[config.mk]
export PLATFORM = sky130hd
export DESIGN_NAME = k_way_sorted_merge_flat
export DESIGN_NICKNAME = d
export VERILOG_FILES = /design/src/design/kwm_pkg.sv /design/src/design/kwm_if.sv /design/src/design/kwm_cmp.sv /design/src/design/k_way_sorted_merge.sv /design/src/flat_wrapper.sv
export SDC_FILE = /design/constraint.sdc
export NUM_CORES = 1
export LEC_CHECK = 0
export BUFFER_PORTS_ARGS = -buffer_cell sky130_fd_sc_hd__clkbuf_2
export CAP_MARGIN = 0
export CORE_MARGIN = 10
export CORE_UTILIZATION = 50
export DETAILED_ROUTE_END_ITERATION = 16
export HOLD_SLACK_MARGIN = 0.08
export PLACE_DENSITY = 0.75
export SYNTH_ARGS = -nofsm -noshare
export SYNTH_HDL_FRONTEND = slang
export SYNTH_SLANG_ARGS = --single-unit
[constraint.sdc]
create_clock -name clk_i -period 4.65 [get_ports clk_i]
set_input_delay 0.2325 -clock clk_i [delete_from_list [all_inputs] [get_ports clk_i]]
set_output_delay 0.2325 -clock clk_i [all_outputs]
set_load 0.03 [all_outputs]
[src/design/kwm_pkg.sv]
// Shared types and constants for the k-way sorted merge block.
package kwm_pkg;

  localparam int LIST_BITS = 4;
  localparam int CFG_BITS  = 5;
  localparam int FILL_BITS = 5;

  localparam logic [CFG_BITS-1:0]  NUM_LISTS_RST = 5'd16;
  localparam logic [FILL_BITS-1:0] FILL_SAT      = 5'd31;

  typedef enum logic [2:0] {
    ST_IDLE,
    ST_UP,
    ST_UP_CMP,
    ST_DECIDE,
    ST_POP,
    ST_DN,
    ST_DN_SEL,
    ST_DN_CMP
  } kwm_state_e;

endpackage

[src/design/kwm_if.sv]
// Valid/ready channel interfaces for the merge input and result streams.
interface kwm_in_if #(
  parameter int VALUE_BITS = 32
);
  logic                           valid;
  logic                           ready;
  logic signed [VALUE_BITS-1:0]   value;
  logic [kwm_pkg::LIST_BITS-1:0]  list_id;
  logic                           exhausted;

  modport source (output valid, value, list_id, exhausted, input ready);
  modport sink   (input valid, value, list_id, exhausted, output ready);
endinterface

interface kwm_out_if #(
  parameter int VALUE_BITS = 32
);
  logic                           valid;
  logic                           ready;
  logic signed [VALUE_BITS-1:0]   merged_value;
  logic [kwm_pkg::LIST_BITS-1:0]  source_list;
  logic                           done_res;

  modport source (output valid, merged_value, source_list, done_res, input ready);
  modport sink   (input valid, merged_value, source_list, done_res, output ready);
endinterface

[src/design/kwm_cmp.sv]
// Heap order compare: signed value first, smaller list index wins a tie.
module kwm_cmp #(
  parameter int VALUE_BITS = 32
) (
  input  logic signed [VALUE_BITS-1:0]  a_val_i,
  input  logic [kwm_pkg::LIST_BITS-1:0] a_lst_i,
  input  logic signed [VALUE_BITS-1:0]  b_val_i,
  input  logic [kwm_pkg::LIST_BITS-1:0] b_lst_i,
  output logic                          before_o
);

  logic val_lt;
  logic val_eq;

  assign val_lt   = a_val_i < b_val_i;
  assign val_eq   = a_val_i == b_val_i;
  assign before_o = val_lt || (val_eq && (a_lst_i < b_lst_i));

endmodule

[src/design/k_way_sorted_merge.sv]
// K-way merge of ascending sorted lists through a min-heap of (value, list) entries.
// A run starts with a fill phase: num_lists transactions, one per list, each carrying
// that list's head (list_id names the list) or an exhausted mark for an empty list.
// After the last fill transaction, and after every later one, the block pops the
// smallest entry (equal values go to the smaller list index) and returns it with its
// source_list. The next input transaction must be that list's successor or an
// exhausted mark; its list_id is not looked at. When an exhausted mark leaves the heap
// empty, a result with done_res set and zero payload closes the run and the block goes
// back to fill. The user must write num_lists only between runs; the block does not
// enforce it. 0 acts as 1 and values above MAX_LISTS act as MAX_LISTS. The heap lives
// in a small memory with one write port and two registered read ports, and a single
// comparator is stepped by a sequencer, so one transaction at a time is worked on and
// in_i.ready is low meanwhile. Steps per transaction: accept; a push that climbs level
// by level (none for an exhausted mark or a full heap); decide; a pop that takes the
// root, refills it with the last entry and sifts it down level by level (no sift when
// the last entry was taken). A result that is not yet taken holds the sequencer at the
// decide step. The heap needs no clearing after reset: only entries below the current
// size are ever used.
module k_way_sorted_merge #(
  parameter int MAX_LISTS  = 16,
  parameter int VALUE_BITS = 32
) (
  input  logic                          clk_i,
  input  logic                          rst_ni,
  input  logic                          cfg_we_i,
  input  logic [kwm_pkg::CFG_BITS-1:0]  cfg_wdata_i,
  kwm_in_if.sink                        in_i,
  kwm_out_if.source                     out_o
);

  localparam int IW = $clog2(MAX_LISTS);
  localparam int SW = $clog2(MAX_LISTS + 1);
  localparam int CW = (SW > kwm_pkg::CFG_BITS) ? SW : kwm_pkg::CFG_BITS;
  localparam int LW = kwm_pkg::LIST_BITS;

  typedef struct packed {
    logic [VALUE_BITS-1:0] val;
    logic [LW-1:0]         lst;
  } entry_t;

  // control state
  kwm_pkg::kwm_state_e state_q, state_d;
  logic [kwm_pkg::CFG_BITS-1:0]  num_lists_q;
  logic [SW-1:0]                 size_q;
  logic [kwm_pkg::FILL_BITS-1:0] fill_q;
  logic                          merging_q;
  logic [LW-1:0]                 pending_q;
  logic                          emit_q;
  logic                          out_valid_q;

  // payload / datapath
  entry_t        item_q;
  entry_t        cand_q;
  entry_t        rd_a_q;
  entry_t        rd_b_q;
  logic [IW-1:0] idx_q;
  logic [IW-1:0] cand_idx_q;
  logic          right_q;
  logic [VALUE_BITS-1:0] out_val_q;
  logic [LW-1:0]         out_lst_q;
  logic                  out_done_q;

  entry_t heap_mem [MAX_LISTS];

  // decoded helpers
  logic                          in_fire;
  logic                          out_free;
  logic                          out_load;
  logic                          push_ok;
  logic [CW-1:0]                 num_ext;
  logic [CW-1:0]                 n_eff;
  logic [kwm_pkg::FILL_BITS-1:0] fill_inc;
  logic                          fill_last;
  logic [SW:0]                   size_ext;
  logic [SW:0]                   child_l;
  logic [SW:0]                   child_r;
  logic                          has_l;
  logic                          has_r;
  logic [IW-1:0]                 idx_m1;
  logic [IW-1:0]                 parent_idx;
  logic [SW-1:0]                 size_m1;

  // sequencer strobes
  logic          mem_we;
  logic [IW-1:0] mem_waddr;
  entry_t        mem_wdata;
  logic [IW-1:0] rd_a_addr;
  logic [IW-1:0] rd_b_addr;
  entry_t        cmp_a;
  entry_t        cmp_b;
  logic          cmp_before;

  assign in_i.ready = (state_q == kwm_pkg::ST_IDLE);
  assign in_fire    = in_i.valid && in_i.ready;
  assign out_free   = !out_valid_q || out_o.ready;
  assign push_ok    = !in_i.exhausted && (size_q < SW'(MAX_LISTS));

  // result register loads: a popped entry, or the done result on an empty heap
  assign out_load = (state_q == kwm_pkg::ST_POP) ||
                    ((state_q == kwm_pkg::ST_DECIDE) && emit_q && out_free &&
                     (size_q == '0));

  // clamp of the list count, taken at every fill step
  assign num_ext = CW'(num_lists_q);
  always_comb begin
    if (num_ext == '0) begin
      n_eff = CW'(1);
    end else if (num_ext > CW'(MAX_LISTS)) begin
      n_eff = CW'(MAX_LISTS);
    end else begin
      n_eff = num_ext;
    end
  end

  assign fill_inc  = (fill_q != kwm_pkg::FILL_SAT) ? fill_q + 1'b1 : fill_q;
  assign fill_last = CW'(fill_inc) >= n_eff;

  // heap index arithmetic
  assign size_ext   = (SW + 1)'(size_q);
  assign child_l    = ((SW + 1)'(idx_q) << 1) | (SW + 1)'(1);
  assign child_r    = child_l + (SW + 1)'(1);
  assign has_l      = child_l < size_ext;
  assign has_r      = child_r < size_ext;
  assign idx_m1     = idx_q - IW'(1);
  assign parent_idx = idx_m1 >> 1;
  assign size_m1    = size_q - SW'(1);

  kwm_cmp #(
    .VALUE_BITS (VALUE_BITS)
  ) u_cmp (
    .a_val_i  (cmp_a.val),
    .a_lst_i  (cmp_a.lst),
    .b_val_i  (cmp_b.val),
    .b_lst_i  (cmp_b.lst),
    .before_o (cmp_before)
  );

  // next state
  always_comb begin
    state_d = state_q;
    case (state_q)
      kwm_pkg::ST_IDLE: begin
        if (in_fire) begin
          state_d = push_ok ? kwm_pkg::ST_UP : kwm_pkg::ST_DECIDE;
        end
      end
      kwm_pkg::ST_UP: begin
        state_d = (idx_q == '0) ? kwm_pkg::ST_DECIDE : kwm_pkg::ST_UP_CMP;
      end
      kwm_pkg::ST_UP_CMP: begin
        state_d = cmp_before ? kwm_pkg::ST_UP : kwm_pkg::ST_DECIDE;
      end
      kwm_pkg::ST_DECIDE: begin
        if (!emit_q) begin
          state_d = kwm_pkg::ST_IDLE;
        end else if (out_free) begin
          state_d = (size_q == '0) ? kwm_pkg::ST_IDLE : kwm_pkg::ST_POP;
        end
      end
      kwm_pkg::ST_POP: begin
        state_d = (size_q == SW'(1)) ? kwm_pkg::ST_IDLE : kwm_pkg::ST_DN;
      end
      kwm_pkg::ST_DN: begin
        state_d = has_l ? kwm_pkg::ST_DN_SEL : kwm_pkg::ST_IDLE;
      end
      kwm_pkg::ST_DN_SEL: begin
        state_d = kwm_pkg::ST_DN_CMP;
      end
      kwm_pkg::ST_DN_CMP: begin
        state_d = cmp_before ? kwm_pkg::ST_DN : kwm_pkg::ST_IDLE;
      end
      default: begin
        state_d = kwm_pkg::ST_IDLE;
      end
    endcase
  end

  // sequencer outputs: memory port and comparator operand steering
  always_comb begin
    mem_we    = 1'b0;
    mem_waddr = idx_q;
    mem_wdata = item_q;
    rd_a_addr = '0;
    rd_b_addr = '0;
    cmp_a     = item_q;
    cmp_b     = rd_a_q;
    case (state_q)
      kwm_pkg::ST_UP: begin
        if (idx_q == '0) begin
          mem_we = 1'b1;
        end else begin
          rd_a_addr = parent_idx;
        end
      end
      kwm_pkg::ST_UP_CMP: begin
        // hole moves up: parent drops into it, or the new entry lands
        mem_we = 1'b1;
        if (cmp_before) begin
          mem_wdata = rd_a_q;
        end
      end
      kwm_pkg::ST_DECIDE: begin
        rd_a_addr = '0;
        rd_b_addr = (size_q == '0) ? '0 : size_m1[IW-1:0];
      end
      kwm_pkg::ST_DN: begin
        if (!has_l) begin
          mem_we = 1'b1;
        end else begin
          rd_a_addr = child_l[IW-1:0];
          rd_b_addr = has_r ? child_r[IW-1:0] : child_l[IW-1:0];
        end
      end
      kwm_pkg::ST_DN_SEL: begin
        cmp_a = rd_b_q;
        cmp_b = rd_a_q;
      end
      kwm_pkg::ST_DN_CMP: begin
        cmp_a  = cand_q;
        cmp_b  = item_q;
        mem_we = 1'b1;
        if (cmp_before) begin
          mem_wdata = cand_q;
        end
      end
      default: begin
        mem_we = 1'b0;
      end
    endcase
  end

  // heap storage
  always_ff @(posedge clk_i) begin
    if (mem_we) begin
      heap_mem[mem_waddr] <= mem_wdata;
    end
    rd_a_q <= heap_mem[rd_a_addr];
    rd_b_q <= heap_mem[rd_b_addr];
  end

  // control registers
  always_ff @(posedge clk_i or negedge rst_ni) begin
    if (!rst_ni) begin
      state_q     <= kwm_pkg::ST_IDLE;
      num_lists_q <= kwm_pkg::NUM_LISTS_RST;
      size_q      <= '0;
      fill_q      <= '0;
      merging_q   <= 1'b0;
      pending_q   <= '0;
      emit_q      <= 1'b0;
      out_valid_q <= 1'b0;
    end else begin
      state_q <= state_d;
      if (cfg_we_i) begin
        num_lists_q <= cfg_wdata_i;
      end
      if (out_valid_q && out_o.ready && !out_load) begin
        out_valid_q <= 1'b0;
      end
      case (state_q)
        kwm_pkg::ST_IDLE: begin
          if (in_fire) begin
            if (push_ok) begin
              size_q <= size_q + SW'(1);
            end
            if (merging_q) begin
              emit_q <= 1'b1;
            end else begin
              fill_q <= fill_inc;
              emit_q <= fill_last;
            end
          end
        end
        kwm_pkg::ST_DECIDE: begin
          // empty heap at emit time: done result, back to fill
          if (emit_q && out_free && (size_q == '0)) begin
            out_valid_q <= 1'b1;
            merging_q   <= 1'b0;
            fill_q      <= '0;
            pending_q   <= '0;
          end
        end
        kwm_pkg::ST_POP: begin
          out_valid_q <= 1'b1;
          merging_q   <= 1'b1;
          pending_q   <= rd_a_q.lst;
          size_q      <= size_m1;
        end
        default: begin
          emit_q <= emit_q;
        end
      endcase
    end
  end

  // datapath registers
  always_ff @(posedge clk_i) begin
    case (state_q)
      kwm_pkg::ST_IDLE: begin
        if (in_fire) begin
          item_q.val <= in_i.value;
          item_q.lst <= merging_q ? pending_q : in_i.list_id;
          idx_q      <= size_q[IW-1:0];
        end
      end
      kwm_pkg::ST_UP_CMP: begin
        if (cmp_before) begin
          idx_q <= parent_idx;
        end
      end
      kwm_pkg::ST_DECIDE: begin
        if (emit_q && out_free && (size_q == '0)) begin
          out_val_q  <= '0;
          out_lst_q  <= '0;
          out_done_q <= 1'b1;
        end
      end
      kwm_pkg::ST_POP: begin
        out_val_q  <= rd_a_q.val;
        out_lst_q  <= rd_a_q.lst;
        out_done_q <= 1'b0;
        item_q     <= rd_b_q;   // last entry refills the root
        idx_q      <= '0;
      end
      kwm_pkg::ST_DN: begin
        right_q <= has_r;
      end
      kwm_pkg::ST_DN_SEL: begin
        if (right_q && cmp_before) begin
          cand_q     <= rd_b_q;
          cand_idx_q <= child_r[IW-1:0];
        end else begin
          cand_q     <= rd_a_q;
          cand_idx_q <= child_l[IW-1:0];
        end
      end
      kwm_pkg::ST_DN_CMP: begin
        if (cmp_before) begin
          idx_q <= cand_idx_q;
        end
      end
      default: begin
        idx_q <= idx_q;
      end
    endcase
  end

  assign out_o.valid        = out_valid_q;
  assign out_o.merged_value = out_val_q;
  assign out_o.source_list  = out_lst_q;
  assign out_o.done_res     = out_done_q;

endmodule
[src/flat_wrapper.sv]
// flat-port wrapper written by rule: the top's interface ports become plain ports
module k_way_sorted_merge_flat 
#(
  parameter int MAX_LISTS  = 16,
  parameter int VALUE_BITS = 32
)
  (clk_i, rst_ni, cfg_we_i, cfg_wdata_i, in_i_valid, in_i_value, in_i_list_id, in_i_exhausted, in_i_ready, out_o_valid, out_o_merged_value, out_o_source_list, out_o_done_res, out_o_ready);
  kwm_in_if #(.VALUE_BITS(VALUE_BITS)) in_i_i ();
  kwm_out_if #(.VALUE_BITS(VALUE_BITS)) out_o_i ();
  input  logic clk_i;
  input  logic rst_ni;
  input  logic cfg_we_i;
  input  logic [kwm_pkg::CFG_BITS-1:0] cfg_wdata_i;
  input wire logic [$bits(in_i_i.valid)-1:0] in_i_valid;
  input wire logic [$bits(in_i_i.value)-1:0] in_i_value;
  input wire logic [$bits(in_i_i.list_id)-1:0] in_i_list_id;
  input wire logic [$bits(in_i_i.exhausted)-1:0] in_i_exhausted;
  output wire logic [$bits(in_i_i.ready)-1:0] in_i_ready;
  output wire logic [$bits(out_o_i.valid)-1:0] out_o_valid;
  output wire logic [$bits(out_o_i.merged_value)-1:0] out_o_merged_value;
  output wire logic [$bits(out_o_i.source_list)-1:0] out_o_source_list;
  output wire logic [$bits(out_o_i.done_res)-1:0] out_o_done_res;
  input wire logic [$bits(out_o_i.ready)-1:0] out_o_ready;
  assign in_i_i.valid = in_i_valid;
  assign in_i_i.value = in_i_value;
  assign in_i_i.list_id = in_i_list_id;
  assign in_i_i.exhausted = in_i_exhausted;
  assign in_i_ready = in_i_i.ready;
  assign out_o_valid = out_o_i.valid;
  assign out_o_merged_value = out_o_i.merged_value;
  assign out_o_source_list = out_o_i.source_list;
  assign out_o_done_res = out_o_i.done_res;
  assign out_o_i.ready = out_o_ready;
  k_way_sorted_merge #(.MAX_LISTS(MAX_LISTS), .VALUE_BITS(VALUE_BITS)) u_core (.clk_i(clk_i), .rst_ni(rst_ni), .cfg_we_i(cfg_we_i), .cfg_wdata_i(cfg_wdata_i), .in_i(in_i_i), .out_o(out_o_i));
endmodule
# Yosys cells after proc, flatten, opt, wreduce, memory -nomap -nowiden
# Memory sizes are Yosys's and may differ from the RTL's. A register that Yosys moved wholly into a read port is not among the register bits.
# Index checks and enable logic that the tools add are counted.
# totals
regBits	143
ramBits	576
inputBits	47
output_inout_bits	39
memories	1
# mem_list
name	depth	word_bits	rd	rd_clocked_by_memory_dff	write_ports	line	rtl
u_core.heap_mem	16	36	2	2	1	k_way_sorted_merge.sv:63	entry_t heap_mem [MAX_LISTS];
# classes
addsub	5
magnitude_cmp	7
eq_ne	17
mux	59
n_reduce_logical	33
# op_table
operator	count
36-bit one-hot mux with 2 select lines	3
36-bit two-way mux	5
32-bit one-hot mux with 2 select lines	1
4-bit two-way mux	10
5-bit two-way mux	8
32-bit == test	1
32-bit < comparator	1
32-bit two-way mux	1
3-bit two-way mux	8
3-bit one-hot mux with 8 select lines	1
4-bit one-hot mux with 2 select lines	3
5-bit one-hot mux with 2 select lines	2
4-bit one-hot mux with 4 select lines	1
3-bit == test (second input constant)	4
1-bit logical AND	11
5-bit by 1-bit adder with 5-bit output (second input constant)	2
5-bit logical NOT	2
1-bit two-way mux	10
2-bit inequality test (second input constant)	4
2-bit AND reduction	4
4-bit AND reduction	2
5-bit by 1-bit adder with 6-bit output (second input constant)	1
3-bit by 2-bit == test with 1-bit output (second input constant)	2
6-bit by 5-bit < comparator with 1-bit output	1
other kinds (23)	33

# Depth between registers and ports, before layout
# depth
word_depth	10
depth_mapped	17
mapped_depth_nobuf	12

# Cells and area by module
# A second synthesis with hierarchy kept.
# unflattened
hier_cells	2798
hier_area_um2	36885.4
# modules_own_cells
module	n_inst	cells_per_inst	area_per_inst_um2	seq_area_each_um2
k_way_sorted_merge	1	2674	35987.0	22908.2
kwm_cmp	1	124	898.4	0.0

# Worst setup path before layout
# Ideal clock, no wire load.
# synth_timing
path_type	register to register
startpoint	register u_core.idx_q[0]
endpoint	memory u_core.heap_mem[3][0] (netlist bit), enable pin
setup_time_ns	0.474
arrival_time_ns	4.139
required_ns	4.176
setup_slack_ns	0.037
path_stages_with_launch	10
cell_sequence	edfxtp_1 -> inv_1 -> ha_1 -> nor2b_1 -> o31a_1 -> o31ai_1 -> o21ai_0 -> a21o_1 -> nand2_1 -> nor3_1
# synth_via
elab_chain_len	5
# synth_lines
element	line	rtl
start: declaration	k_way_sorted_merge.sv:56	logic [IW-1:0] idx_q;
start signal: assignment	k_way_sorted_merge.sv:303	idx_q <= size_q[IW-1:0];
start signal: assignment	k_way_sorted_merge.sv:308	idx_q <= parent_idx;
start signal: assignment	k_way_sorted_merge.sv:339	idx_q <= cand_idx_q;
5-bit < comparator or 4-bit logical NOT (tied branches)	k_way_sorted_merge.sv:122, k_way_sorted_merge.sv:189	
1-bit two-way mux, on equally long branches	k_way_sorted_merge.sv:207, k_way_sorted_merge.sv:189	
1-bit one-hot mux with 3 select lines	k_way_sorted_merge.sv:187	case (state_q)
1-bit two-way mux	k_way_sorted_merge.sv:234	if (mem_we) begin
1-bit two-way mux (not written as such)	k_way_sorted_merge.sv:235	heap_mem[mem_waddr] <= mem_wdata;
end: declaration	k_way_sorted_merge.sv:63	
# Several ways; a longest one is shown, not always the timed one.

==> results.py <==
metrics = {
    "synthesis": {
        "synth_seq_cells": 791,
        "synthSimpleGateAreaFrac_pct": 10.15,
        "syn_area_per_cell_um2": 13.83,
        "synth_edf_count": 694,
        "synth_top_family_by_area": "multiplexers",
        "yosysSeqAreaShare_pct": 61.70,
        "syn_area_mm2": 0.03713,
        "yosys.area_share.adder_pct": 1.921,
        "syn_nets": 2789,
        "yosysUniqueCellTypes": 70,
        "ys_warn_count": 0,
        "synthArstFlopShare_pct": 3.161,
        "synthFlopType": "edfxtp_1",
        "syn_inst": 2685,
        "synth-compound-area-share_pct": 7.043,
        "muxShareOfSynthArea_pct": 16.01,
        "synthXorXnorAreaFrac_pct": 0.4246,
    },
    "die": {
        "die_h_um": 292.5,
        "dieArea_mm2": 0.08555,
        "io_pins": 86,
        "core_mm2": 0.07333,
        "die_w_um": 292.5,
        "initial_utilization_pct": 50.63,
        "floorplan.rows": 99,
    },
    "drt": {
        "first_pass_iters": 6,
        "wl_per_cell_um": 28.44,
        "avgViaCountPerCell": 6.631,
        "drtIter0Drc": 3587,
        "vias": 25200,
        "ant_nets": 0,
        "drt_wl_total_mm": 108.1,
        "drc": 0,
    },
    "clock_tree": {
        "worstSkewPairLatency_ps": 630,
        "cts_hold_buf": 46,
        "htree_levels": 3,
        "postCtsSetupBuffers": 0,
        "cts_repair_resize_count": 0,
        "cts_buffer_depth": 3,
        "root_buffer": "clkbuf_16",
        "cts_tree": "done",
        "cts_buffers": 77,
        "cts.sinks": 791,
        "clk_pin_slew_ps": 60,
    },
    "timing": {
        "final.setup_skew_ps": 19.31,
        "max_freq_ghz": 0.2272,
        "rsz0062_at_grt": "no",
        "setup_tns_ps": 0,
        "post-route-period-util_pct": 94.65,
        "hold_violations": 0,
        "worstMarginPinSlew_ps": 1121,
        "fin_crit_ps": 4401,
        "slew_headroom_pct": 24.97,
        "slew_violations": 0,
        "finalSetupViolCount": 0,
    },
    "final_layout": {
        "syn_to_final_growth_pct": 13.55,
        "drive_gt1_share_pct": 18.44,
        "postLayoutCellArea_mm2": 0.04216,
        "fin_util_pct": 57.49,
        "nets": 2882,
        "most-common-layout-cells": "edfxtp_1, nand2_1, nand3_1, mux2i_1, mux4_2",
        "layout_commonest_cell": "edfxtp_1",
        "insertedDiodeCount": 0,
    },
    "critical_path": {
        "arrival_ps": 4750,
        "r2r_slack_ps": 250,
        "worstSetupPathType": "reg2reg",
        "crit_fanout": 22,
        "reg2regPathDepth": 13,
        "cp-start-kind": "flip-flop",
        "r2r-end": "u_core.heap_mem[3][18]",
        "r2r_start": "u_core.state_q[1]",
        "cp-end-kind": "flip-flop",
        "cp_data_required_time_ps": 5000,
    },
    "min_path": {
        "hold_path_end": "u_core.item_q[0]",
        "hold_path.class": "in2reg",
        "worst_hold_path.num_cells": 3,
        "min_from": "in_i_list_id[0]",
    },
    "global_routing": {
        "first_global_vias": 25010,
        "grt.overflow.total": 0,
        "grt_pass1_wl_mm": 160.0,
        "track_usage_pct": 24.73,
        "grt_max_degree": 130,
        "grt_antenna_before_repair": 3,
    },
    "placed_design": {
        "placed_area_mm2": 0.03904,
        "hpwl_mm": 62.63,
        "portBuffers": 85,
        "place.gp.congestion": 0.9080,
    },
    "power": {
        "p_per_area_mw_per_mm2": 730.8,
        "power_leakage_uw": 0.01527,
        "peakVddDrop_mv": 0.4396,
    },
    "job": {
        "max-cap-violations": 0,
    },
    "run_status": {
        "status": "finished clean",
    },
}
==> registers in the layout, summed over array words and instances (netlist names) <==
name	flops
u_core.cand_idx_q	4
u_core.cand_q	36
u_core.emit_q	1
u_core.fill_q	5
u_core.heap_mem	576
u_core.idx_q	4
u_core.item_q	36
u_core.merging_q	1
u_core.num_ext	5
u_core.out_o.done_res	1
u_core.out_o.merged_value	32
u_core.out_o.source_list	4
u_core.out_o.valid	1
u_core.pending_q	4
u_core.rd_a_q	36
u_core.rd_b_q	36
u_core.right_q	1
u_core.size_q	5
u_core.state_q	3
==> worst max-delay path, stage by stage, from the launching register on <==
cell	delay, ps
dfrtp_1	400
and3_4	460
buf_4	290
mux2i_1	110
ha_1	310
nand4_1	130
nor4_1	420
a221oi_1	130
o21ai_1	100
a31o_2	130
mux2_4	330
o21ai_4	410
buf_4	350
a22o_1	510
==> synthesized netlist by cell type, types with 38 or more instances <==
| cell | number | area share (%) |
|---|---|---|
| edfxtp_1 | 694 | 56 |
| nand2_1 | 461 | 4.7 |
| nand3_1 | 224 | 3.0 |
| mux2i_1 | 219 | 5.9 |
| mux4_2 | 144 | 8.7 |
| clkbuf_1 | 100 | 1.0 |
| a211oi_1 | 74 | 1.5 |
| a22o_1 | 72 | 1.7 |
| dfxtp_1 | 72 | 3.9 |
| buf_2 | 61 | 0.82 |
| ha_1 | 57 | 1.9 |
| o21ai_0 | 50 | 0.67 |
| a31oi_1 | 39 | 0.66 |
| and3_1 | 38 | 0.64 |
==> cell type report <==
class,count,area (µm²)
flip-flops and latches,791,22910
multi-input cells,1677,13440
well taps,959,1200
inverters,14,52.55
clock inverters,41,545.5
fillers,5469,31170
clock buffers,101,2107
repair buffers,217,1907
==> cells by family after synthesis <==
family	count (synthesis)
xor+xnor	18
compound gates	356
mux	408
buf+inv	217
flops	791
fa+ha+maj	57
simple gates	838
==> stage by stage <==
step                setup slack (ps)  total power, µW  hold WS, ps  std cells
floorplan                      36.88            19800       -63.09       2685
finish                         248.6            30810        108.7       3800
global route                   60.10            32050        127.1       3800
detailed placement             333.0            23970        306.4       3612
CTS                            354.1            30560        85.23       3800
global placement               406.4            23560        295.4       3612
==> where the power goes <==
group	switching, µW	internal, µW
logic	7890	4700
clock network	2690	3880
registers	1160	10500
==> routing by layer <==
metal	vias up	GRT usage [%]	wire length (µm)
met4	2	11.27	4513
met3	307	5.810	14030
met1	12440	32.63	39860
met5	-	0	9
met2	1893	38.64	49640
li1	10560	-	-
==> worst max-delay path by stage <==
stage | to | startpoint | slack [ps] | cells after the start
5_1_grt | u_core.heap_mem[10][7] | u_core.state_q[1] | 60 | 13
3_5_place_dp | u_core.heap_mem[5][7] | u_core.state_q[0] | 330 | 13
2_1_floorplan | u_core.heap_mem[3][0] | u_core.idx_q[0] | 40 | 9
6_report | u_core.heap_mem[3][18] | u_core.state_q[1] | 250 | 13
3_3_place_gp | u_core.heap_mem[5][7] | u_core.state_q[0] | 410 | 13
4_1_cts | u_core.heap_mem[6][4] | u_core.state_q[0] | 350 | 13
No activity file was read; power rests on OpenSTA's default activity.
